File: src/design/arx4h_pkg.sv
package arx4h_pkg;

  // Mixing constants
  localparam logic [63:0] PHI_K = 64'h9E3779B97F4A7C15;
  localparam logic [63:0] MIX_A = 64'h85EBCA77C2B2AE3D;
  localparam logic [63:0] MIX_B = 64'hBF58476D1CE4E5B9;
  localparam logic [63:0] MIX_C = 64'h94D049BB133111EB;

  // Lane rotations
  localparam int unsigned ROT_ONE   = 11;
  localparam int unsigned ROT_TWO   = 17;
  localparam int unsigned ROT_THREE = 23;
  localparam int unsigned ROT_FOUR  = 57;

  // Finalizer shifts
  localparam int unsigned SH_MERGE = 29;
  localparam int unsigned SH_FIN_A = 31;
  localparam int unsigned SH_FIN_B = 37;
  localparam int unsigned SH_OUT   = 41;

  localparam logic [3:0] WORD_BYTES = 4'd8;

  // One queued work item
  typedef struct packed {
    logic        start;
    logic        last;
    logic [63:0] seed;
    logic [31:0] len;
    logic [63:0] word;
    logic [3:0]  nb;
  } op_t;

  // Rotate left by a fixed, nonzero amount
  function automatic logic [63:0] rotl(input logic [63:0] x, input int unsigned k);
    return (x << k) | (x >> (64 - k));
  endfunction

  // Xor-shift step of the finalizer
  function automatic logic [63:0] xs(input logic [63:0] x, input int unsigned k);
    return x ^ (x >> k);
  endfunction

  // Multiplier used to seed each lane
  function automatic logic [63:0] seed_mult(input logic [1:0] k);
    logic [63:0] m;
    unique case (k)
      2'd0: m = PHI_K;
      2'd1: m = MIX_A;
      2'd2: m = MIX_B;
      default: m = MIX_C;
    endcase
    return m;
  endfunction

endpackage

File: src/design/arx4h_fifo.sv
// Two-entry queue between front and back
module arx4h_fifo (
  input  logic            clk,
  input  logic            rst_n,
  input  logic            push,
  input  arx4h_pkg::op_t  push_op,
  input  logic            pop,
  output arx4h_pkg::op_t  head,
  output logic            full,
  output logic            empty
);

  arx4h_pkg::op_t ent_r [2];
  logic       wr_ptr_r, rd_ptr_r;
  logic [1:0] cnt_r;

  always_ff @(posedge clk) begin
    if (!rst_n) begin
      wr_ptr_r <= 1'b0;
      rd_ptr_r <= 1'b0;
      cnt_r    <= 2'd0;
    end else begin
      if (push) wr_ptr_r <= ~wr_ptr_r;
      if (pop)  rd_ptr_r <= ~rd_ptr_r;
      case ({push, pop})
        2'b10:   cnt_r <= cnt_r + 2'd1;
        2'b01:   cnt_r <= cnt_r - 2'd1;
        default: cnt_r <= cnt_r;
      endcase
    end
  end

  always_ff @(posedge clk) begin
    if (push) ent_r[wr_ptr_r] <= push_op;
  end

  assign head  = ent_r[rd_ptr_r];
  assign full  = (cnt_r == 2'd2);
  assign empty = (cnt_r == 2'd0);

endmodule

File: config.mk
export PLATFORM = sky130hd
export DESIGN_NAME = arx4h_fifo
export DESIGN_NICKNAME = d
export VERILOG_FILES = /design/src/design/arx4h_pkg.sv /design/src/design/arx4h_fifo.sv
export SDC_FILE = /design/constraint.sdc
export NUM_CORES = 1
export LEC_CHECK = 0
export BUFFER_PORTS_ARGS = -buffer_cell sky130_fd_sc_hd__clkbuf_2
export CAP_MARGIN = 25
export CORE_MARGIN = 10
export CORE_UTILIZATION = 45
export DETAILED_ROUTE_END_ITERATION = 10
export PLACE_DENSITY = 0.7
export SKIP_CTS_REPAIR_TIMING = 1
export SLEW_MARGIN = 15
export SYNTH_ARGS = -nofsm -noshare
export SYNTH_HDL_FRONTEND = slang
export SYNTH_SLANG_ARGS = --single-unit
export TNS_END_PERCENT = 30
File: constraint.sdc
create_clock -name clk -period 14.2 [get_ports clk]
set_clock_uncertainty 0.1 [all_clocks]
set_input_delay 2.84 -clock clk [delete_from_list [all_inputs] [get_ports clk]]
set_output_delay 2.84 -clock clk [all_outputs]
set_load 0.005 [all_outputs]
## After elaboration in Yosys (flattened, before gate mapping)

Memories as Yosys holds them, arrays and structs flattened. A register that Yosys moved wholly into a read port is not among the register bits.
Cells that the tools add are included.

- Muxes and demuxes: 5
- Bitwise logic cells: 2
- Add/sub/neg operators: 2
- Equal/unequal tests: 3
- Reduce and logical (&&, ||, !) cells: 2

Operators with widths:

| operator | number |
|---|---|
| $eq A2 B2 Y1 const B | 2 |
| $mux W1 | 4 |
| $pmux W2 S2 | 1 |
| $add A2 B1 Y2 const B | 1 |
| $eq A2 B1 Y1 const B | 1 |
| $logic_not A2 Y1 | 1 |
| $not A1 Y1 | 2 |
| $reduce_bool A2 Y1 | 1 |
| $sub A2 B1 Y2 const B | 1 |

- Flip-flop bits (word level): 4
- Memories kept: 1
- Memory bits (writable): 332
- Input port bits: 170
- Output and inout bits: 168
- Word-level logic and storage cells: 18

Memory list:

| name | depth | width | rd ports | clocked after Yosys merged registers in | wr ports | line | RTL |
|---|---|---|---|---|---|---|---|
| ent_r | 2 | 166 | 1 | 1 | 1 | arx4h_fifo.sv:13 | `arx4h_pkg::op_t ent_r [2];` |

## Logic depth before layout (Yosys ltp)

- Depth in word-level cells: 3
- Mapped depth: 5
- Gate-level depth less buffers: 5

## Worst setup path before layout

No wires, ideal clock.

- Path type: input -> register
- Start: in push
- End: mem ent_r[0][0] in the netlist's numbering, enable pin
- Stages on the path: 2
- Setup time: 0.700 ns
- Required time: 13.400 ns
- Buffers on the path: 0
- Data arrival time: 9.879 ns
- Slack: 3.521 ns
- Cell sequence: inv_1 nor2_1

- Cells in the longest elaborated chain, start to end: 2

RTL lines:

| what | line | RTL |
|---|---|---|
| start: declaration | arx4h_fifo.sv:5 | `input logic push,` |
| $mux W1 | arx4h_fifo.sv:34 | `if (push) ent_r[wr_ptr_r] <= push_op;` |
| $mux W1 (not written as such) | arx4h_fifo.sv:34 |  |
| end: declaration | arx4h_fifo.sv:13 |  |

Every way passes these cells.

==> impl_metrics.csv <==
group,metric,value,unit
outcome,outcome,"finished, final reports clean",
yosys,synth_warnings,0,
route,first_iter_violations,295,
worst_setup_path,critPathMaxFanout,72,
clock_network,cts_tree,"yes",
pwr,cellPowerDensity,145,nW/um^2
job,maxCapViolations,0,
route,ant_nets,0,
global_route,grt_antenna_before_repair,2,
cells_and_area,fin_nets,1073,
global_route,grt_max_degree,76,
pwr,peakVddDrop,122,uV
yosys,synth_cell_types,17,
clock_network,h-tree-depth,2,
sta,worst_pin_slew,1.05,ns
yosys,syn_nets,709,
worst_setup_path,crit_type,"reg2out",
cells_and_area,layout_commonest_cell,"clkbuf_2",
floorplan,top_level_ports,338,
sta,rsz0062_at_grt,"false",
worst_setup_path,slowest_delay,0.80,ns
sta,fin_crit,5.51,ns
yosys,synth_area_leader_cell,"edfxtp_1",
floorplan,start_util,45.5,%
floorplan,die_h,185,microns
cells_and_area,fin_util,57.3,%
sta,relSlewSlack,30.2,%
route,dr_total_vias,6244,
floorplan,die-width,185,microns
clock_network,insertion_delay,0.49,ns
sta,tns,0,ns
floorplan,dieArea,34100,sq um
route,firstDrtPassIters,4,
sta,hold_viol,0,
route,route.detailed.drc,0,
cells_and_area,finalNonFillerCells,1269,
global_route,grt.total_usage,14.4,%
pwr,p_leak,0.00579,uW
worst_setup_path,end_kind,"output pin",
floorplan,fp-row-count,60,
yosys,synth_area_per_cell,22.6,sq um
global_route,first_global_vias,6738,
placed_design,dp_hpwl,17500,microns
clock_network,clk_path_buf_depth,3,
worst_setup_path,start_kind,"flop",
sta,setup_viol,0,
global_route,grt-ovfl-total,0,
cells_and_area,drive_gt1_share,60.3,%
route,vias_per_cell,4.92,
clock_network,cts_made_buffers,36,
floorplan,design.core.area,26800,sq um
global_route,grt_pass1_wl,38100,microns
route,post_drt_wl_per_cell,20.1,microns
yosys,synth.yosys.seq_area_share,82.7,%
cells_and_area,layout_common_cells,"337 x clkbuf_2, 332 x edfxtp_1, 166 x mux2_2, 37 x clkbuf_16",
worst_setup_path,arrival,2.57,ns
clock_network,clock_sinks,337,
worst_setup_path,path_cells,"buf_4, mux2_2, clkbuf_2",
cells_and_area,areaGrowthSynthToFinish,26.0,%
worst_setup_path,crit_required,11.26,ns
yosys,synth_top_area_share,81.8,%
route,wirelength,25500,microns
yosys,synthesis.area,12200,sq um
placed_design,placedCellCount,1204,
sta,slew_viol_final,0,
sta,period_share,38.8,%
clock_network,path_clk_slew,0.06,ns
clock_network,cts_root_buf,"clkbuf_16",
placed_design,port_buffers,337,
placed_design,place_congestion,0.736,
hold_path,min_path_type,"reg2reg",
worst_setup_path,slowest_stage,"buf_4",
yosys,synth_seq_cells,337,
sta,fmax,0.182,GHz
yosys,ys_top_cells_by_area,"edfxtp_1 82%, mux2_2 15%, buf_4 0.92%",
yosys,synthCells,538,
-- layout make-up --
type                            instances  area [sq um]
Antenna cell                            1          2.50
Clock buffer                           46           960
Clock inverter                         17           131
Fill cell                            2089         11500
Inverter                                1          3.75
Multi-Input combinational cell        182          1990
Sequential cell                       337         10100
Tap cell                              341           427
Timing Repair Buffer                  344          1760
-- worst paths after layout --
check	from	depth (start not counted)	to	slack, ns
worst max-delay path	flop	3	head[159]	8.69
worst min-delay path	cnt_r[1]$_SDFFE_PN0P_	2	cnt_r[1]$_SDFFE_PN0P_	0.40
worst max register to register	wr_ptr_r$_SDFFE_PN0P_	2	ent_r[0][111]$_DFFE_PP_	11.82
worst min register to register	cnt_r[1]$_SDFFE_PN0P_	2	cnt_r[1]$_SDFFE_PN0P_	0.40
-- layer usage --
layer,GRT usage [%],routed length [microns]
met5,0,13
met4,4.75,631
met3,6.97,2840
met2,24.7,12800
met1,15.3,9140
-- critical path, delay by kind of cell (launching register included) --
kind                   cells  cell delay (ns)
buffers and inverters      2             0.92
DFF                        1             0.61
muxes                      1             0.44
-- cells in the mapped netlist --
cell and count:
o21ai_0 1, inv_1 1, buf_2 3, ha_1 1, or3_1 1, mux2_2 166
xnor2_1 2, o21a_1 1, dfxtp_1 5, buf_4 15, xor2_1 1, edfxtp_1 332
a21boi_1 1, and2_1 4, and2b_2 1, nor2_1 2, nor2b_1 1
-- registers in the layout (all words and copies together) (netlist names), named ones only --
register / flops
cnt_r: 2
rd_ptr_r: 1
ent_r: 332
wr_ptr_r: 1
-- power by group --
group / switching [uW] / internal [uW]
clock: 350 / 512
sequential: 13.6 / 1150
combinational: 98.8 / 101
-- per-stage QoR --
stage | worst slack (ns) | instance area (sq um) | hold WS (ns) | power [uW]
after floorplan | 3.52 | 12200 | 0.366 | 1300
after global placement | 9.07 | 14200 | 0.383 | 1390
after detailed placement | 9.07 | 14200 | 0.395 | 1390
after CTS | 8.62 | 15300 | 0.404 | 2260
after global routing | 8.54 | 15300 | 0.483 | 2310
final | 8.69 | 15300 | 0.403 | 2230
-- kinds of logic after synthesis --
family,Yosys count,share of synthesized area [%]
adder cells (fa/ha/maj),1,0.103
buffers and inverters,19,1.08
flip-flops,337,82.7
AND/OR/NAND/NOR,9,0.442
AO/OA/AOI/OAI,3,0.164
multiplexers,166,15.3
XOR/XNOR,3,0.216
Note: power is estimated with default switching activity, not from simulation.
