## src/design/arx4h_pkg.sv

```systemverilog
package arx4h_pkg;

  // Mixing constants
  localparam logic [63:0] PHI_K = 64'h9E3779B97F4A7C15;
  localparam logic [63:0] MIX_A = 64'h85EBCA77C2B2AE3D;
  localparam logic [63:0] MIX_B = 64'hBF58476D1CE4E5B9;
  localparam logic [63:0] MIX_C = 64'h94D049BB133111EB;

  // Lane rotations
  localparam int unsigned ROT_ONE   = 11;
  localparam int unsigned ROT_TWO   = 17;
  localparam int unsigned ROT_THREE = 23;
  localparam int unsigned ROT_FOUR  = 57;

  // Finalizer shifts
  localparam int unsigned SH_MERGE = 29;
  localparam int unsigned SH_FIN_A = 31;
  localparam int unsigned SH_FIN_B = 37;
  localparam int unsigned SH_OUT   = 41;

  localparam logic [3:0] WORD_BYTES = 4'd8;

  // One queued work item
  typedef struct packed {
    logic        start;
    logic        last;
    logic [63:0] seed;
    logic [31:0] len;
    logic [63:0] word;
    logic [3:0]  nb;
  } op_t;

  // Rotate left by a fixed, nonzero amount
  function automatic logic [63:0] rotl(input logic [63:0] x, input int unsigned k);
    return (x << k) | (x >> (64 - k));
  endfunction

  // Xor-shift step of the finalizer
  function automatic logic [63:0] xs(input logic [63:0] x, input int unsigned k);
    return x ^ (x >> k);
  endfunction

  // Multiplier used to seed each lane
  function automatic logic [63:0] seed_mult(input logic [1:0] k);
    logic [63:0] m;
    unique case (k)
      2'd0: m = PHI_K;
      2'd1: m = MIX_A;
      2'd2: m = MIX_B;
      default: m = MIX_C;
    endcase
    return m;
  endfunction

endpackage

```

## src/design/arx4h_front.sv

```systemverilog
// Front end: accepts items, drops those outside a message, trims the payload
module arx4h_front #(
  parameter int LENGTH_BITS = 32
) (
  input  logic            clk,
  input  logic            rst_n,
  input  logic            in_valid,
  output logic            in_stall,
  input  logic            in_start_req,
  input  logic [63:0]     in_seed,
  input  logic [31:0]     in_message_length,
  input  logic [63:0]     in_data_word,
  input  logic [3:0]      in_valid_bytes,
  input  logic            in_last,
  input  logic            q_full,
  output logic            q_push,
  output arx4h_pkg::op_t  q_op
);

  logic       active_r, active_nxt;
  logic       accept;
  logic [3:0] nb;

  assign in_stall = q_full;
  assign accept   = in_valid && !q_full;

  // Message tracking: start opens, last closes
  always_comb begin
    active_nxt = active_r;
    if (accept) begin
      if (in_start_req || active_r) active_nxt = !in_last;
    end
  end

  always_ff @(posedge clk) begin
    if (!rst_n) active_r <= 1'b0;
    else        active_r <= active_nxt;
  end

  assign q_push = accept && (in_start_req || active_r);

  // Clamp the byte count, zero unused bytes, trim the length
  assign nb = (in_valid_bytes > arx4h_pkg::WORD_BYTES) ? arx4h_pkg::WORD_BYTES
                                                        : in_valid_bytes;

  always_comb begin
    q_op.start = in_start_req;
    q_op.last  = in_last;
    q_op.seed  = in_seed;
    q_op.nb    = nb;
    for (int i = 0; i < 8; i++) begin
      q_op.word[8*i +: 8] = (4'(i) < nb) ? in_data_word[8*i +: 8] : 8'd0;
    end
    for (int i = 0; i < 32; i++) begin
      q_op.len[i] = (i < LENGTH_BITS) ? in_message_length[i] : 1'b0;
    end
  end

endmodule

```

## config.mk

```make
export PLATFORM = sky130hd
export DESIGN_NAME = arx4h_front
export DESIGN_NICKNAME = d
export VERILOG_FILES = /design/src/design/arx4h_pkg.sv /design/src/design/arx4h_front.sv
export SDC_FILE = /design/constraint.sdc
export NUM_CORES = 1
export LEC_CHECK = 0
export BUFFER_PORTS_ARGS = -buffer_cell sky130_fd_sc_hd__buf_4
export CAP_MARGIN = 20
export CORE_AREA = 2 2 130 132
export CTS_BUF_LIST = sky130_fd_sc_hd__clkbuf_4 sky130_fd_sc_hd__clkbuf_8
export DETAILED_ROUTE_END_ITERATION = 16
export DIE_AREA = 0 0 132 134
export GPL_TIMING_DRIVEN = 0
export PLACE_DENSITY = 0.39
export SETUP_SLACK_MARGIN = 0.05
export SYNTH_ARGS = -nofsm -noshare
export SYNTH_HDL_FRONTEND = slang
export SYNTH_SLANG_ARGS = --single-unit
```

## constraint.sdc

```tcl
create_clock -name clk -period 0.99 [get_ports clk]
set_input_delay 0.099 -clock clk [delete_from_list [all_inputs] [get_ports clk]]
set_output_delay 0.099 -clock clk [all_outputs]
set_load 0.03 [all_outputs]
```

# ---- After elaboration in Yosys (flattened, before gate mapping)
# Cells that the tools add are included.
dict set report classes {
  add_sub_neg 0
  multipliers 0
  div_mod_pow 0
  n_lt_le_gt_ge 9
  n_eq_ne 0
  shifts 0
  n_mux 9
  n_bitwise 0
  reduce_logical 6
}
# op n
set ops {}
lappend ops {{$mux 8} 8}
lappend ops {{$lt 3x4->1 const A} 4}
lappend ops {{$lt 1x4->1 const A} 2}
lappend ops {{$lt 2x4->1 const A} 2}
lappend ops {{$gt 4x4->1 const B} 1}
lappend ops {{$mux 4} 1}
lappend ops {{$logic_and 1x1->1} 2}
lappend ops {{$logic_not 1->1} 2}
lappend ops {{$reduce_and 2->1} 1}
lappend ops {{$logic_or 1x1->1} 1}
dict set report word_totals {
  ff_bits 1
  latch_bits 0
  ramBits 0
  rom_bits 0
  in_bits 170
  out_inout_bits 168
  wordCells 25
  memories 0
}

# ---- Depth between registers and ports, before layout
dict set report logic_depth {
  depth_word 4
  mapped_depth 3
  depth_no_buf 2
}

# ---- Worst setup path before layout
# Ideal clock, no wire load.
dict set report synth_path {
  kind {flip-flop to output port}
  startpoint {register active_r}
  endpoint {output port q_push}
  arrival_time_ns 1.078
  required_ns 0.891
  slack_ns -0.187
  path_stages_with_launch 3
  path_cell_list {dfxtp_1 -> nor2_1 -> nor3b_1}
}
dict set report synth_via {
  elab_chain_len 2
}
# element line_no
set synth_lines {}
lappend synth_lines {{from (decl)} arx4h_front.sv:20} ;# logic active_r, active_nxt;
lappend synth_lines {{from (signal assigned)} arx4h_front.sv:37} ;# else active_r <= active_nxt;
lappend synth_lines {{$logic_or 1x1->1} arx4h_front.sv:40} ;# assign q_push = accept && (in_start_req || active_r);
lappend synth_lines {{$logic_and 1x1->1} arx4h_front.sv:40}
lappend synth_lines {{to (decl)} arx4h_front.sv:16} ;# output logic q_push,
# No other way between the ends.

==> summary.md <==
| Metric | Value |
|---|---|
| Status | complete, but fails checks |
| Failing checks | negative setup slack |
| CP required | about 0.89 ns |
| # DRC | 0 |
| Vias in the first global route | between 1.5k and 2k |
| CP max stage cell | nor4_4 |
| Max Transition Viols Final | 0 |
| Max_slew headroom | 0.750 |
| Fin. Hold Viols | 0 |
| Crit path max-delay family | buffers and inverters |
| Fmax | roughly 980 MHz |
| Post-route cell area | ~3800 um^2 |
| Synth Net Count | approximately 350 |
| Fin crit share | 1.03 |
| Layout cells sized above 1 | 0.870 |
| Clk_lat worst skew | 0 ns |
| Crit Reg-Reg Endpoint | active_r |
| Hold/Removal Path Class | in -> reg |
| GRT Overall Usage | 0.0678 |
| Synthesized area per cell | ~7 um^2 |
| Synth Cell Area | 1320 um^2 |
| Vias/cell | just over 3 |
| Vias | ~2.0k |
| Final Power | 2.39 mW |
| Grt ovf | 0 |
| Biggest regs | active_r (1) |
| Dpl ws | -0.582 ns |
| GP Congestion | ~0.73 |
| Arrival @ worst endpoint | slightly above 0.9 ns |
| Worst Hold Depth | 2 |
| Worst-path clk slew | 0 ns |
| Placed cell areas | ~3400 um^2 |
| CP Capture Type | output port |
| Starting DRT DRC Count | 18 |
| Layout Nets | approximately 600 |
| Number of synthesized register bits | 1 |
| Hpwl dp | ~6.6 mm |
| Clock Skews | 0 ns |
| Chip Height | around 130 um |
| Critical path, cell by cell | buf_12, nor4_4, buf_6, nor2b_1, buf_4 |
| Largest register by flop count | active_r |
| Setup slack, reg-to-reg | 0.37 ns |
| Post-synthesis sequential area ratio | 0.0152 |
| First-pass GRT wire length | 9.80 mm |
| Critical path startpoint category | input pin |
| Critical path class | in -> out |
| RSZ-0062 raised after global routing | yes |
| Synth area leaders | buf_4 57%, nor2b_1 20%, a21boi_0 4.6% |
| Row cnt | between 40 and 50 |
| Crit path largest cell delay | 0.29 ns |
| Maxcap violations | 0 |
| Antenna violations before repair | 0 |
| Commonest cells after routing, fill and taps aside | 316 x buf_4, 33 x nor2b_1, 24 x buf_6 |
| Final ANT Viol Nets | 0 |
| Leakage | around 2.0 nW |
| Share of the synthesized area in the top cell type | 0.570 |
| Post-Route WL | 7.36 mm |
| Crit-path max FO | 8 |
| Largest net degree at the start of global routing | 11 |
| Final WS setup | -0.0339 ns |
| Synth-to-Final Area Change | 188% |
| Die width | between 100 and 150 um |
| Min-delay src | rst_n |
| Power Density | 629 nW/um^2 |
| Hold worst-path end | active_r |
| Cell taking the most area after synthesis | buf_4 |
| Final setup vio count | 7 |
| Wirelength per Cell | between 10 and 15 um |
| Pre-Repair DR Iteration Count | 4 |
| Starting Density | 0.0809 |
| Yosys cell types | 19 |
| Worst VDD drop | around 0.00020 V |
| Dpl cells | about 640 |
| Most common cell after layout, fill and taps aside | buf_4 |
| Fin Setup TNS | -0.164 ns |
| Core Region | about 16000 um^2 |
| Worst path bufs/invs | 3 |
| Fin crit period | slightly above 1 ns |
| # port buffers | 240 |
| WHS | about 0.33 ns |
| Reg-to-Reg Start | active_r |
| Fill cell count | around 1.8k |
| Number of flip-flops under the largest register name | 1 |
| Post-Syn Instances | 183 |
| Final std cells w/o fill | 650 |
| IO Count | approximately 340 |
| Die area | roughly 18000 um^2 |
| Utilization after layout | 0.233 |
| Diodes inserted | 0 |
| Worst Tran Pin Value | between 0.3 and 0.4 ns |
| YS warnings | 0 |
| Number of cells on the worst reg-to-reg path | 1 |
==> power breakdown <==
part           internal [mW]  leakage, nW  total, mW  switching [mW]
combinational           1.13         2.03       2.34            1.22
sequential            0.0431      0.00817     0.0440        0.000901
clock                      0            0          0               0
==> repair_timing <==
| action | CTS | global route |
|---|---|---|
| hold buffers | 0 | 0 |
| buffers inserted | 4 | 2 |
| cloned | 0 | 1 |
| pin swaps | 8 | 6 |
| resized for setup | 52 | 27 |
| endpoints found under the setup margin | 66 | 45 |
==> per-layer routing <==
metal  up-vias  part of all wire  global-route usage
li1        966                 -                   -
met1       882              0.30              0.0668
met3         2              0.11              0.0178
met2       169              0.59               0.146
met5         -                 0                   0
met4         0            0.0037             0.00242
==> worst max path at each step <==
| stage | startpoint | endpoint | slack (ns) | cells past startpoint |
|---|---|---|---|---|
| final | in_valid_bytes[1] | q_op[6] | -0.03 | 5 |
| after floorplan | in_valid_bytes[3] | q_op[36] | -0.17 | 3 |
| after CTS | in_valid_bytes[1] | q_op[13] | -0.02 | 4 |
| after detailed placement | in_valid_bytes[1] | q_op[37] | -0.58 | 4 |
| after global routing | in_valid_bytes[1] | q_op[6] | -0.08 | 5 |
| after global placement | in_valid_bytes[1] | q_op[36] | -0.56 | 4 |
==> synth_stat cells, drive strengths merged <==
master  number
a211oi       1
nor2b       43
a21boi       8
and2         8
nor2         2
a31oi        1
o21ai        1
and2b        8
buf        100
a21oi        1
o211a        1
inv          1
nor3b        1
nor3         1
and3b        1
clkbuf       2
dfxtp        1
nand3b       1
nor4         1
==> cell type report <==
cell class / instances / area (um^2) / share of cell area
plain buffers: 102 / 779 / 0.205
inverters: 1 / 7.51 / 0.00198
flip-flops and latches: 1 / 20.0 / 0.00527
repair buffers: 247 / 2020 / 0.533
multi-input cells: 79 / 693 / 0.182
well taps: 220 / 275 / 0.0724
==> kinds of logic (layout without fill, tap and decap cells) <==
logic type / count (synthesis) / after routing / synth area share
and+or+nand+nor: 66 / 66 / 0.331
DFF: 1 / 1 / 0.0152
AOI/OAI and AO/OA: 13 / 13 / 0.0750
buffers and inverters: 103 / 350 / 0.578
No activity file was read; power rests on OpenSTA's default activity.
