--- config.mk ---
export PLATFORM = sky130hd
export DESIGN_NAME = arx4h_back
export DESIGN_NICKNAME = d
export VERILOG_FILES = /design/src/design/arx4h_pkg.sv /design/src/design/arx4h_mul.sv /design/src/design/arx4h_back.sv
export SDC_FILE = /design/constraint.sdc
export NUM_CORES = 2
export LEC_CHECK = 0
export BUFFER_PORTS_ARGS = -buffer_cell sky130_fd_sc_hd__buf_2
export CAP_MARGIN = 20
export CORE_MARGIN = 2
export CORE_UTILIZATION = 60
export DETAILED_ROUTE_END_ITERATION = 8
export PLACE_DENSITY = 0.86
export SKIP_CTS_REPAIR_TIMING = 1
export SYNTH_ARGS = -nofsm -noshare
export SYNTH_HDL_FRONTEND = slang
export SYNTH_SLANG_ARGS = --single-unit
--- constraint.sdc ---
create_clock -name clk -period 11.9 [get_ports clk]
set_input_delay 1.785 -clock clk [delete_from_list [all_inputs] [get_ports clk]]
set_output_delay 1.785 -clock clk [all_outputs]
set_load 0.01 [all_outputs]
--- src/design/arx4h_pkg.sv ---
package arx4h_pkg;

  // Mixing constants
  localparam logic [63:0] PHI_K = 64'h9E3779B97F4A7C15;
  localparam logic [63:0] MIX_A = 64'h85EBCA77C2B2AE3D;
  localparam logic [63:0] MIX_B = 64'hBF58476D1CE4E5B9;
  localparam logic [63:0] MIX_C = 64'h94D049BB133111EB;

  // Lane rotations
  localparam int unsigned ROT_ONE   = 11;
  localparam int unsigned ROT_TWO   = 17;
  localparam int unsigned ROT_THREE = 23;
  localparam int unsigned ROT_FOUR  = 57;

  // Finalizer shifts
  localparam int unsigned SH_MERGE = 29;
  localparam int unsigned SH_FIN_A = 31;
  localparam int unsigned SH_FIN_B = 37;
  localparam int unsigned SH_OUT   = 41;

  localparam logic [3:0] WORD_BYTES = 4'd8;

  // One queued work item
  typedef struct packed {
    logic        start;
    logic        last;
    logic [63:0] seed;
    logic [31:0] len;
    logic [63:0] word;
    logic [3:0]  nb;
  } op_t;

  // Rotate left by a fixed, nonzero amount
  function automatic logic [63:0] rotl(input logic [63:0] x, input int unsigned k);
    return (x << k) | (x >> (64 - k));
  endfunction

  // Xor-shift step of the finalizer
  function automatic logic [63:0] xs(input logic [63:0] x, input int unsigned k);
    return x ^ (x >> k);
  endfunction

  // Multiplier used to seed each lane
  function automatic logic [63:0] seed_mult(input logic [1:0] k);
    logic [63:0] m;
    unique case (k)
      2'd0: m = PHI_K;
      2'd1: m = MIX_A;
      2'd2: m = MIX_B;
      default: m = MIX_C;
    endcase
    return m;
  endfunction

endpackage

--- src/design/arx4h_mul.sv ---
// 64x64 -> low 64 bits, built from three 32x32 partial products, one per cycle
module arx4h_mul (
  input  logic        clk,
  input  logic        rst_n,
  input  logic        go,
  input  logic [63:0] a,
  input  logic [63:0] b,
  output logic        done,
  output logic [63:0] p
);

  logic [63:0] a_r, b_r;
  logic [63:0] prod_r, acc_r;
  logic [1:0]  cnt_r;
  logic        run_r, done_r;
  logic [31:0] op_x, op_y;

  // Select the partial product for this step
  always_comb begin
    case (cnt_r)
      2'd1: begin
        op_x = a_r[63:32];
        op_y = b_r[31:0];
      end
      2'd2: begin
        op_x = a_r[31:0];
        op_y = b_r[63:32];
      end
      default: begin
        op_x = a_r[31:0];
        op_y = b_r[31:0];
      end
    endcase
  end

  // Control
  always_ff @(posedge clk) begin
    if (!rst_n) begin
      run_r  <= 1'b0;
      done_r <= 1'b0;
      cnt_r  <= 2'd0;
    end else begin
      done_r <= 1'b0;
      if (go) begin
        run_r <= 1'b1;
        cnt_r <= 2'd0;
      end else if (run_r) begin
        cnt_r <= cnt_r + 2'd1;
        if (cnt_r == 2'd3) begin
          run_r  <= 1'b0;
          done_r <= 1'b1;
        end
      end
    end
  end

  // Datapath: product registered, accumulated the cycle after
  always_ff @(posedge clk) begin
    if (go) begin
      a_r <= a;
      b_r <= b;
    end
    if (run_r) begin
      prod_r <= op_x * op_y;
      case (cnt_r)
        2'd0: acc_r <= acc_r;
        2'd1: acc_r <= prod_r;
        default: acc_r <= acc_r + {prod_r[31:0], 32'd0};
      endcase
    end
  end

  assign done = done_r;
  assign p    = acc_r;

endmodule

--- src/design/arx4h_back.sv ---
// Back end: seeding, per-word absorb, finalizer, result register
module arx4h_back #(
  parameter int LENGTH_BITS = 32
) (
  input  logic            clk,
  input  logic            rst_n,
  input  arx4h_pkg::op_t  head,
  input  logic            q_empty,
  output logic            q_pop,
  output logic            out_valid,
  input  logic            out_stall,
  output logic [63:0]     out_hash_value,
  output logic            out_length_error
);

  typedef enum logic [6:0] {
    S_IDLE   = 7'b0000001,
    S_BASE   = 7'b0000010,
    S_SEED   = 7'b0000100,
    S_ABSORB = 7'b0001000,
    S_MERGE  = 7'b0010000,
    S_FIN    = 7'b0100000,
    S_OUT    = 7'b1000000
  } state_t;

  state_t         state_r, state_nxt;
  arx4h_pkg::op_t op_r, op_nxt;
  logic [63:0]    base_r, base_nxt;
  logic [63:0]    hash_r, hash_nxt;
  logic [1:0]     k_r, k_nxt;
  logic [63:0]    lane1_r, lane2_r, lane3_r, lane4_r;
  logic [63:0]    lane1_nxt, lane2_nxt, lane3_nxt, lane4_nxt;
  logic [LENGTH_BITS-1:0] stated_r, stated_nxt;
  logic [LENGTH_BITS:0]   bytes_r, bytes_nxt;
  logic           out_valid_r, out_valid_nxt;
  logic [63:0]    out_hash_r, out_hash_nxt;
  logic           out_err_r, out_err_nxt;

  logic           mul_go, mul_done;
  logic [63:0]    mul_a, mul_b, mul_p, merged;

  logic           ab_en;
  logic [63:0]    ab_word;
  logic [3:0]     ab_nb;
  logic           in_blk;
  logic [1:0]     sel;
  logic [LENGTH_BITS+1:0] sum;
  logic [LENGTH_BITS-3:0] idx, blk_words;

  arx4h_mul u_mul (
    .clk  (clk),
    .rst_n(rst_n),
    .go   (mul_go),
    .a    (mul_a),
    .b    (mul_b),
    .done (mul_done),
    .p    (mul_p)
  );

  // Word routing by position within the stated length
  assign idx       = bytes_r[LENGTH_BITS:3];
  assign blk_words = (LENGTH_BITS-2)'({stated_r[LENGTH_BITS-1:5], 2'b00});
  assign in_blk    = idx < blk_words;
  assign sel       = in_blk ? bytes_r[4:3] : 2'd0;
  assign sum       = {1'b0, bytes_r} + (LENGTH_BITS+2)'(ab_nb);
  assign merged    = lane1_r ^ lane2_r ^ lane3_r ^ lane4_r;

  // Sequencer
  always_comb begin
    state_nxt     = state_r;
    op_nxt        = op_r;
    base_nxt      = base_r;
    hash_nxt      = hash_r;
    k_nxt         = k_r;
    stated_nxt    = stated_r;
    bytes_nxt     = bytes_r;
    lane1_nxt     = lane1_r;
    lane2_nxt     = lane2_r;
    lane3_nxt     = lane3_r;
    lane4_nxt     = lane4_r;
    out_valid_nxt = out_valid_r && out_stall;
    out_hash_nxt  = out_hash_r;
    out_err_nxt   = out_err_r;
    q_pop         = 1'b0;
    mul_go        = 1'b0;
    mul_a         = 64'd0;
    mul_b         = 64'd0;
    ab_en         = 1'b0;
    ab_word       = head.word;
    ab_nb         = head.nb;

    unique case (state_r)
      S_IDLE: begin
        if (!q_empty) begin
          q_pop = 1'b1;
          if (head.start) begin
            op_nxt     = head;
            stated_nxt = LENGTH_BITS'(head.len);
            bytes_nxt  = '0;
            mul_go     = 1'b1;
            mul_a      = 64'(head.len);
            mul_b      = arx4h_pkg::PHI_K;
            state_nxt  = S_BASE;
          end else begin
            ab_en = 1'b1;
            if (head.last) state_nxt = S_MERGE;
          end
        end
      end
      S_BASE: begin
        if (mul_done) begin
          base_nxt  = op_r.seed ^ mul_p;
          mul_go    = 1'b1;
          mul_a     = op_r.seed ^ mul_p;
          mul_b     = arx4h_pkg::seed_mult(2'd0);
          k_nxt     = 2'd0;
          state_nxt = S_SEED;
        end
      end
      S_SEED: begin
        if (mul_done) begin
          case (k_r)
            2'd0:    lane1_nxt = mul_p;
            2'd1:    lane2_nxt = mul_p;
            2'd2:    lane3_nxt = mul_p;
            default: lane4_nxt = mul_p;
          endcase
          if (k_r == 2'd3) begin
            state_nxt = S_ABSORB;
          end else begin
            mul_go = 1'b1;
            mul_a  = base_r;
            mul_b  = arx4h_pkg::seed_mult(k_r + 2'd1);
            k_nxt  = k_r + 2'd1;
          end
        end
      end
      S_ABSORB: begin
        ab_en     = 1'b1;
        ab_word   = op_r.word;
        ab_nb     = op_r.nb;
        state_nxt = op_r.last ? S_MERGE : S_IDLE;
      end
      S_MERGE: begin
        mul_go    = 1'b1;
        mul_a     = arx4h_pkg::xs(merged, arx4h_pkg::SH_MERGE);
        mul_b     = arx4h_pkg::MIX_A;
        k_nxt     = 2'd0;
        state_nxt = S_FIN;
      end
      S_FIN: begin
        if (mul_done) begin
          if (k_r == 2'd0) begin
            mul_go = 1'b1;
            mul_a  = arx4h_pkg::xs(mul_p, arx4h_pkg::SH_FIN_A);
            mul_b  = arx4h_pkg::MIX_B;
            k_nxt  = 2'd1;
          end else if (k_r == 2'd1) begin
            mul_go = 1'b1;
            mul_a  = arx4h_pkg::xs(mul_p, arx4h_pkg::SH_FIN_B);
            mul_b  = arx4h_pkg::PHI_K;
            k_nxt  = 2'd2;
          end else begin
            hash_nxt  = arx4h_pkg::xs(mul_p, arx4h_pkg::SH_OUT);
            state_nxt = S_OUT;
          end
        end
      end
      S_OUT: begin
        if (!out_valid_r || !out_stall) begin
          out_valid_nxt = 1'b1;
          out_hash_nxt  = hash_r;
          out_err_nxt   = bytes_r != (LENGTH_BITS+1)'(stated_r);
          state_nxt     = S_IDLE;
        end
      end
      default: state_nxt = S_IDLE;
    endcase

    // Absorb one word into the routed lane
    if (ab_en && (ab_nb != 4'd0)) begin
      case (sel)
        2'd0: lane1_nxt = arx4h_pkg::rotl((lane1_r ^ ab_word) + lane2_r, arx4h_pkg::ROT_ONE);
        2'd1: lane2_nxt = arx4h_pkg::rotl((lane2_r ^ ab_word) + lane3_r, arx4h_pkg::ROT_TWO);
        2'd2: lane3_nxt = arx4h_pkg::rotl((lane3_r ^ ab_word) + lane4_r,
                                          arx4h_pkg::ROT_THREE);
        default: lane4_nxt = arx4h_pkg::rotl((lane4_r ^ ab_word) + lane1_r,
                                             arx4h_pkg::ROT_FOUR);
      endcase
      // saturating byte count
      bytes_nxt = sum[LENGTH_BITS+1] ? '1 : sum[LENGTH_BITS:0];
    end
  end

  always_ff @(posedge clk) begin
    if (!rst_n) begin
      state_r     <= S_IDLE;
      k_r         <= 2'd0;
      out_valid_r <= 1'b0;
    end else begin
      state_r     <= state_nxt;
      k_r         <= k_nxt;
      out_valid_r <= out_valid_nxt;
    end
  end

  always_ff @(posedge clk) begin
    op_r       <= op_nxt;
    base_r     <= base_nxt;
    hash_r     <= hash_nxt;
    stated_r   <= stated_nxt;
    bytes_r    <= bytes_nxt;
    lane1_r    <= lane1_nxt;
    lane2_r    <= lane2_nxt;
    lane3_r    <= lane3_nxt;
    lane4_r    <= lane4_nxt;
    out_hash_r <= out_hash_nxt;
    out_err_r  <= out_err_nxt;
  end

  assign out_valid        = out_valid_r;
  assign out_hash_value   = out_hash_r;
  assign out_length_error = out_err_r;

endmodule

# Word-level counts from Yosys, hierarchy flattened
# Cells that the tools add are included.
# word_totals
register_bits	917
out_inout_bits	67
elab_cells	200
# classes
addsub	8
n_mul	1
order_cmp	1
eq_ne	30
muxes	89
bitwise_logic	22
n_reduce_logical	25
# ops
cell	count
2-to-1 mux 64 bit	35
case mux 64 bit (5 select lines)	2
bitwise XOR 64 bit	8
adder 64 bit	5
case mux 62 bit (3 select lines)	1
2-to-1 mux 33 bit	5
2-to-1 mux 32 bit	4
case mux 64 bit (2 select lines)	1
2-to-1 mux 7 bit	10
multiplier 32 x 32 -> 64 bit	1
OR 64 x 11 -> 64 bit	1
OR 64 x 17 -> 64 bit	1
OR 64 x 23 -> 64 bit	1
OR 64 x 57 -> 64 bit	1
bitwise XOR 64 x 23 -> 64 bit	1
bitwise XOR 64 x 27 -> 64 bit	1
bitwise XOR 64 x 33 -> 64 bit	1
bitwise XOR 64 x 35 -> 64 bit	1
case mux 7 bit (7 select lines)	1
adder 33 x 4 -> 34 bit	1
inequality test 33 x 32 -> 1 bit	1
< comparator 30 x 29 -> 1 bit	1
2-to-1 mux 1 bit	18
2-to-1 mux 2 bit	7
other kinds (32)	67

# Longest topological paths before layout
# depth
ltp_word	7
depth_mapped	36
mapped_depth_nobuf	32

# Hierarchy
# Synthesis repeated with hierarchy kept, for this count alone.
# unflattened
cells_unflattened	9441
hier_area_um2	90683.2
# by_module_without_submodules
mod	instances	cells_per_inst	area_each_um2	seq_area_each_um2
arx4h_back	1	5015	47480.5	17066.4
arx4h_mul	1	4426	43202.7	7767.4

# Worst setup path after synthesis
# OpenSTA, ideal clock, no wires.
# synth_timing
path_type	register -> register
startpoint	register u_mul.cnt_r[0]
endpoint	register u_mul.prod_r[63], data pin
t_arrival_ns	8.762
setup_slack_ns	2.872
path_stages_with_launch	30
n_path_buf	4
period_less_slack_ns	9.028
path_cell_list	dfxtp_1 -> ha_1 -> clkbuf_1 -> clkbuf_1 -> clkbuf_1 -> mux2i_1 -> nor2_1 -> fa_1 -> fa_1 -> inv_1 -> fa_1 -> fa_1 -> inv_1 -> fa_1 -> fa_1 -> fa_1 -> fa_1 -> ha_1 -> clkbuf_1 -> a21o_1 -> a21o_1 -> a221oi_1 -> o21ai_1 -> a31oi_1 -> o41ai_1 -> a211o_1 -> a21oi_1 -> nor4_1 -> o41ai_1 -> xnor2_1
# synth_via
elab_chain_cells	3
# synth_rtl
element	line_no	source
start: declaration	arx4h_mul.sv:14	logic [1:0] cnt_r;
start signal: assignment	arx4h_mul.sv:48	cnt_r <= cnt_r + 2'd1;
== test 2 x 1 -> 1 bit or == test 2 bit (tied branches)	arx4h_mul.sv:20	case (cnt_r)
2-to-1 mux 32 bit	arx4h_mul.sv:20	
multiplier 32 x 32 -> 64 bit (*)	arx4h_mul.sv:64	prod_r <= op_x * op_y;
end signal: assignment	arx4h_mul.sv:64	
end: declaration	arx4h_mul.sv:13	logic [63:0] prod_r, acc_r;
# Every way passes the cells marked *; elsewhere a longest branch is shown, timed or not.
# A chain may end at the register's enable or synchronous reset.

# Worst setup path in the final report
# layout_timing
startpoint	register u_mul.cnt_r[0]
endpoint	register u_mul.prod_r[58], data pin
# The elaborated chain is that of the path after synthesis.

==> flow_summary.json <==
{
  "postRouteAntennaNets": 0,
  "syn_avg_cell_area_um2": 9.56,
  "yosysSeqAreaShare": 0.266,
  "grt_antenna_before_repair": 69,
  "die_w_um": 386,
  "drt_drc_violations_left": 8,
  "fin_crit_sh": 0.886,
  "dieArea_mm2": 0.149,
  "drive_gt1_frac": 0.0805,
  "synth_area_mm2": 0.0877,
  "dp_hpwl_mm": 303,
  "grt_max_degree": 103,
  "place_inst": 11033,
  "status": "finished with violations",
  "syn_to_final_growth_pct": 8.15,
  "slew_viol_final": 0,
  "num_vias": 76321,
  "cp_max_fo": 51,
  "synth-seq-cells": 868,
  "tightest_slew_ns": 1.32,
  "synthArstFlopShare": 0,
  "fp.dieH_um": 386,
  "wl_per_cell_um": 34.4,
  "finalCriticalPeriod_ns": 10.55,
  "synth_most_common_cell": "nand2_1",
  "core_area_mm2": 0.145,
  "synth_edf_count": 598,
  "cp.required_ns": 12.31,
  "clock_path_buffers": 3,
  "first_global_vias": 75855,
  "stdcell_area_mm2": 0.0948,
  "clk_pin_slew_worst_paths_ns": 0.06,
  "yosys_warnings": 0,
  "critPathCaptureType": "register",
  "arrival_ns": 10.96,
  "num_rows": 140,
  "syn-num-nets": 10837,
  "cap_violations": 0,
  "crit_path_frequent_cell": "fa_1",
  "ctsHtreeMaxLevel": 3,
  "cts_tree": "built",
  "top_level_ports": 237,
  "grt_pass1_wl_mm": 542,
  "grtUsageTotal": 0.517,
  "place_area_mm2": 0.0911,
  "hold_viol_final": 0,
  "routabilityCongestion": 1.11,
  "instances_no_fill": 11277,
  "nets": 10886,
  "nFillCells": 11469,
  "rsz0062_at_grt": "false",
  "start_util": 0.603,
  "max_freq_mhz": 94.8,
  "drt_wl_total_mm": 388,
  "min_path_type": "reg -> reg",
  "critPathKind": "reg -> reg",
  "synth_top_area_cell": "fa_1",
  "clk-insertion-delay-late_ns": 0.81,
  "crit_slowest_cell": "mux2i_2",
  "setup-tns-final_ns": 0,
  "ff_latch_area_mm2": 0.0234,
  "cts_buffers": 98,
  "drt_first_pass_iters": 9,
  "relSlewSlack": 0.111,
  "synth_ff_type": "edfxtp_1",
  "max_stage_delay_ns": 1.02,
  "drt-vias-per-instance": 6.77,
  "synth_common_cells": "nand2_1 (1058), inv_1 (1021), fa_1 (902)",
  "finalClockSkew_ns": 0.137,
  "synth_top_area_share": 0.206,
  "grt-ovfl-total": 0,
  "synth_cell_types": 95,
  "syn_inst": 9175,
  "setup.worst_path.start_class": "register",
  "drt_iter0_drc": 11375,
  "placement.io_buffers": 236,
  "setup_viol": 0,
  "cts-root-buf": "clkbuf_16",
  "violations": "design-rule violations",
  "multi_input_area_mm2": 0.0589,
  "netlist_top_cells_area": "fa_1 (21%), edfxtp_1 (20%), ha_1 (8.4%), xnor2_1 (6.4%), dfxtp_1 (6.2%)",
  "cts.sinks": 868
}
flip-flops by register name, indices dropped and copies added (netlist names):
| register | cells |
|---|---|
| base_r | 64 |
| bytes_r | 33 |
| hash_r | 64 |
| k_r | 2 |
| lane1_r | 64 |
| lane2_r | 64 |
| lane3_r | 64 |
| lane4_r | 64 |
| op_r | 133 |
| out_hash_value | 64 |
| out_length_error | 1 |
| out_valid | 1 |
| state_r | 7 |
| stated_r | 32 |
| u_mul.a_r | 64 |
| u_mul.b_r | 15 |
| u_mul.cnt_r | 2 |
| u_mul.done | 1 |
| u_mul.p | 64 |
| u_mul.prod_r | 64 |
| u_mul.run_r | 1 |
stage by stage:
step / setup WS, ns / util / hold WS, ns
global route: 1.07 / 0.652 / 0.417
detailed placement: 1.76 / 0.626 / 0.405
floorplan: 2.87 / - / 0.400
finish: 1.35 / 0.652 / 0.413
CTS: 1.60 / 0.651 / 0.414
global placement: 1.92 / 0.626 / 0.400
area by class of cell:
cell class              count  area share
diodes                     51     0.00135
clock inverters            53     0.00836
inverters                1022      0.0405
flip-flops and latches    868       0.246
multi-input cells        6809       0.621
well taps                1917      0.0253
clock buffers             132      0.0290
repair buffers            425      0.0278
layout by cell type, fill, tap and decap left out, types with 23 or more instances in the layout:
cell type     n
nand2_1    1054
inv_1      1021
fa_1        902
nor2_1      632
xnor2_1     632
edfxtp_1    598
ha_1        585
o21ai_0     458
a21oi_1     430
mux2i_1     322
xor2_1      321
dfxtp_1     269
buf_2       236
a21o_1      213
buf_4       184
and2_1      103
clkbuf_16    99
nand3_1      95
nand4_1      84
and3_1       72
a211oi_1     68
o21bai_1     61
nor2b_1      56
a221o_1      55
diode_2      51
mux2_2       49
a31oi_1      47
nand2b_1     43
o21a_1       41
nor3_1       39
a221oi_1     34
o211ai_1     24
a22oi_1      23
a22o_1       23
worst paths after layout:
check	startpoint	to	slack, ns	cells past startpoint
max	u_mul.cnt_r[0]$_SDFFE_PP0P_	u_mul.prod_r[58]$_DFFE_PP_	1.35	28
min	hash_r[4]$_DFFE_PP_	out_hash_value[4]$_DFFE_PP_	0.41	0
min reg2reg	hash_r[4]$_DFFE_PP_	out_hash_value[4]$_DFFE_PP_	0.41	0
max reg2reg	u_mul.cnt_r[0]$_SDFFE_PP0P_	u_mul.prod_r[58]$_DFFE_PP_	1.35	28
layer usage:
metal,global-route usage,share of wire
met1,0.589,0.33
met2,0.744,0.42
met3,0.198,0.14
met4,0.483,0.12
met5,0.00780,0.0012
worst max-delay path: cells and delay by family (launching register included):
family | cells | cell delay [ns]
DFF | 1 | 0.48
muxes | 1 | 1.02
xor gates and xnor gates | 1 | 0.18
and+or+nand+nor | 3 | 0.41
adders and majority gates | 10 | 5.21
AOI/OAI and AO/OA | 8 | 1.82
buffers and inverters | 5 | 1.04
cell families after synthesis:
| family | Yosys count | share of synthesized area |
|---|---|---|
| simple gates | 2282 | 0.114 |
| compound gates | 1692 | 0.124 |
| buf+inv | 1498 | 0.0647 |
| fa+ha+maj | 1492 | 0.290 |
| xor+xnor | 957 | 0.0956 |
| flops | 868 | 0.266 |
| mux | 386 | 0.0448 |
Power is not shown: default switching activity piles up to over one toggle a cycle in this logic, so the estimate is an artifact.
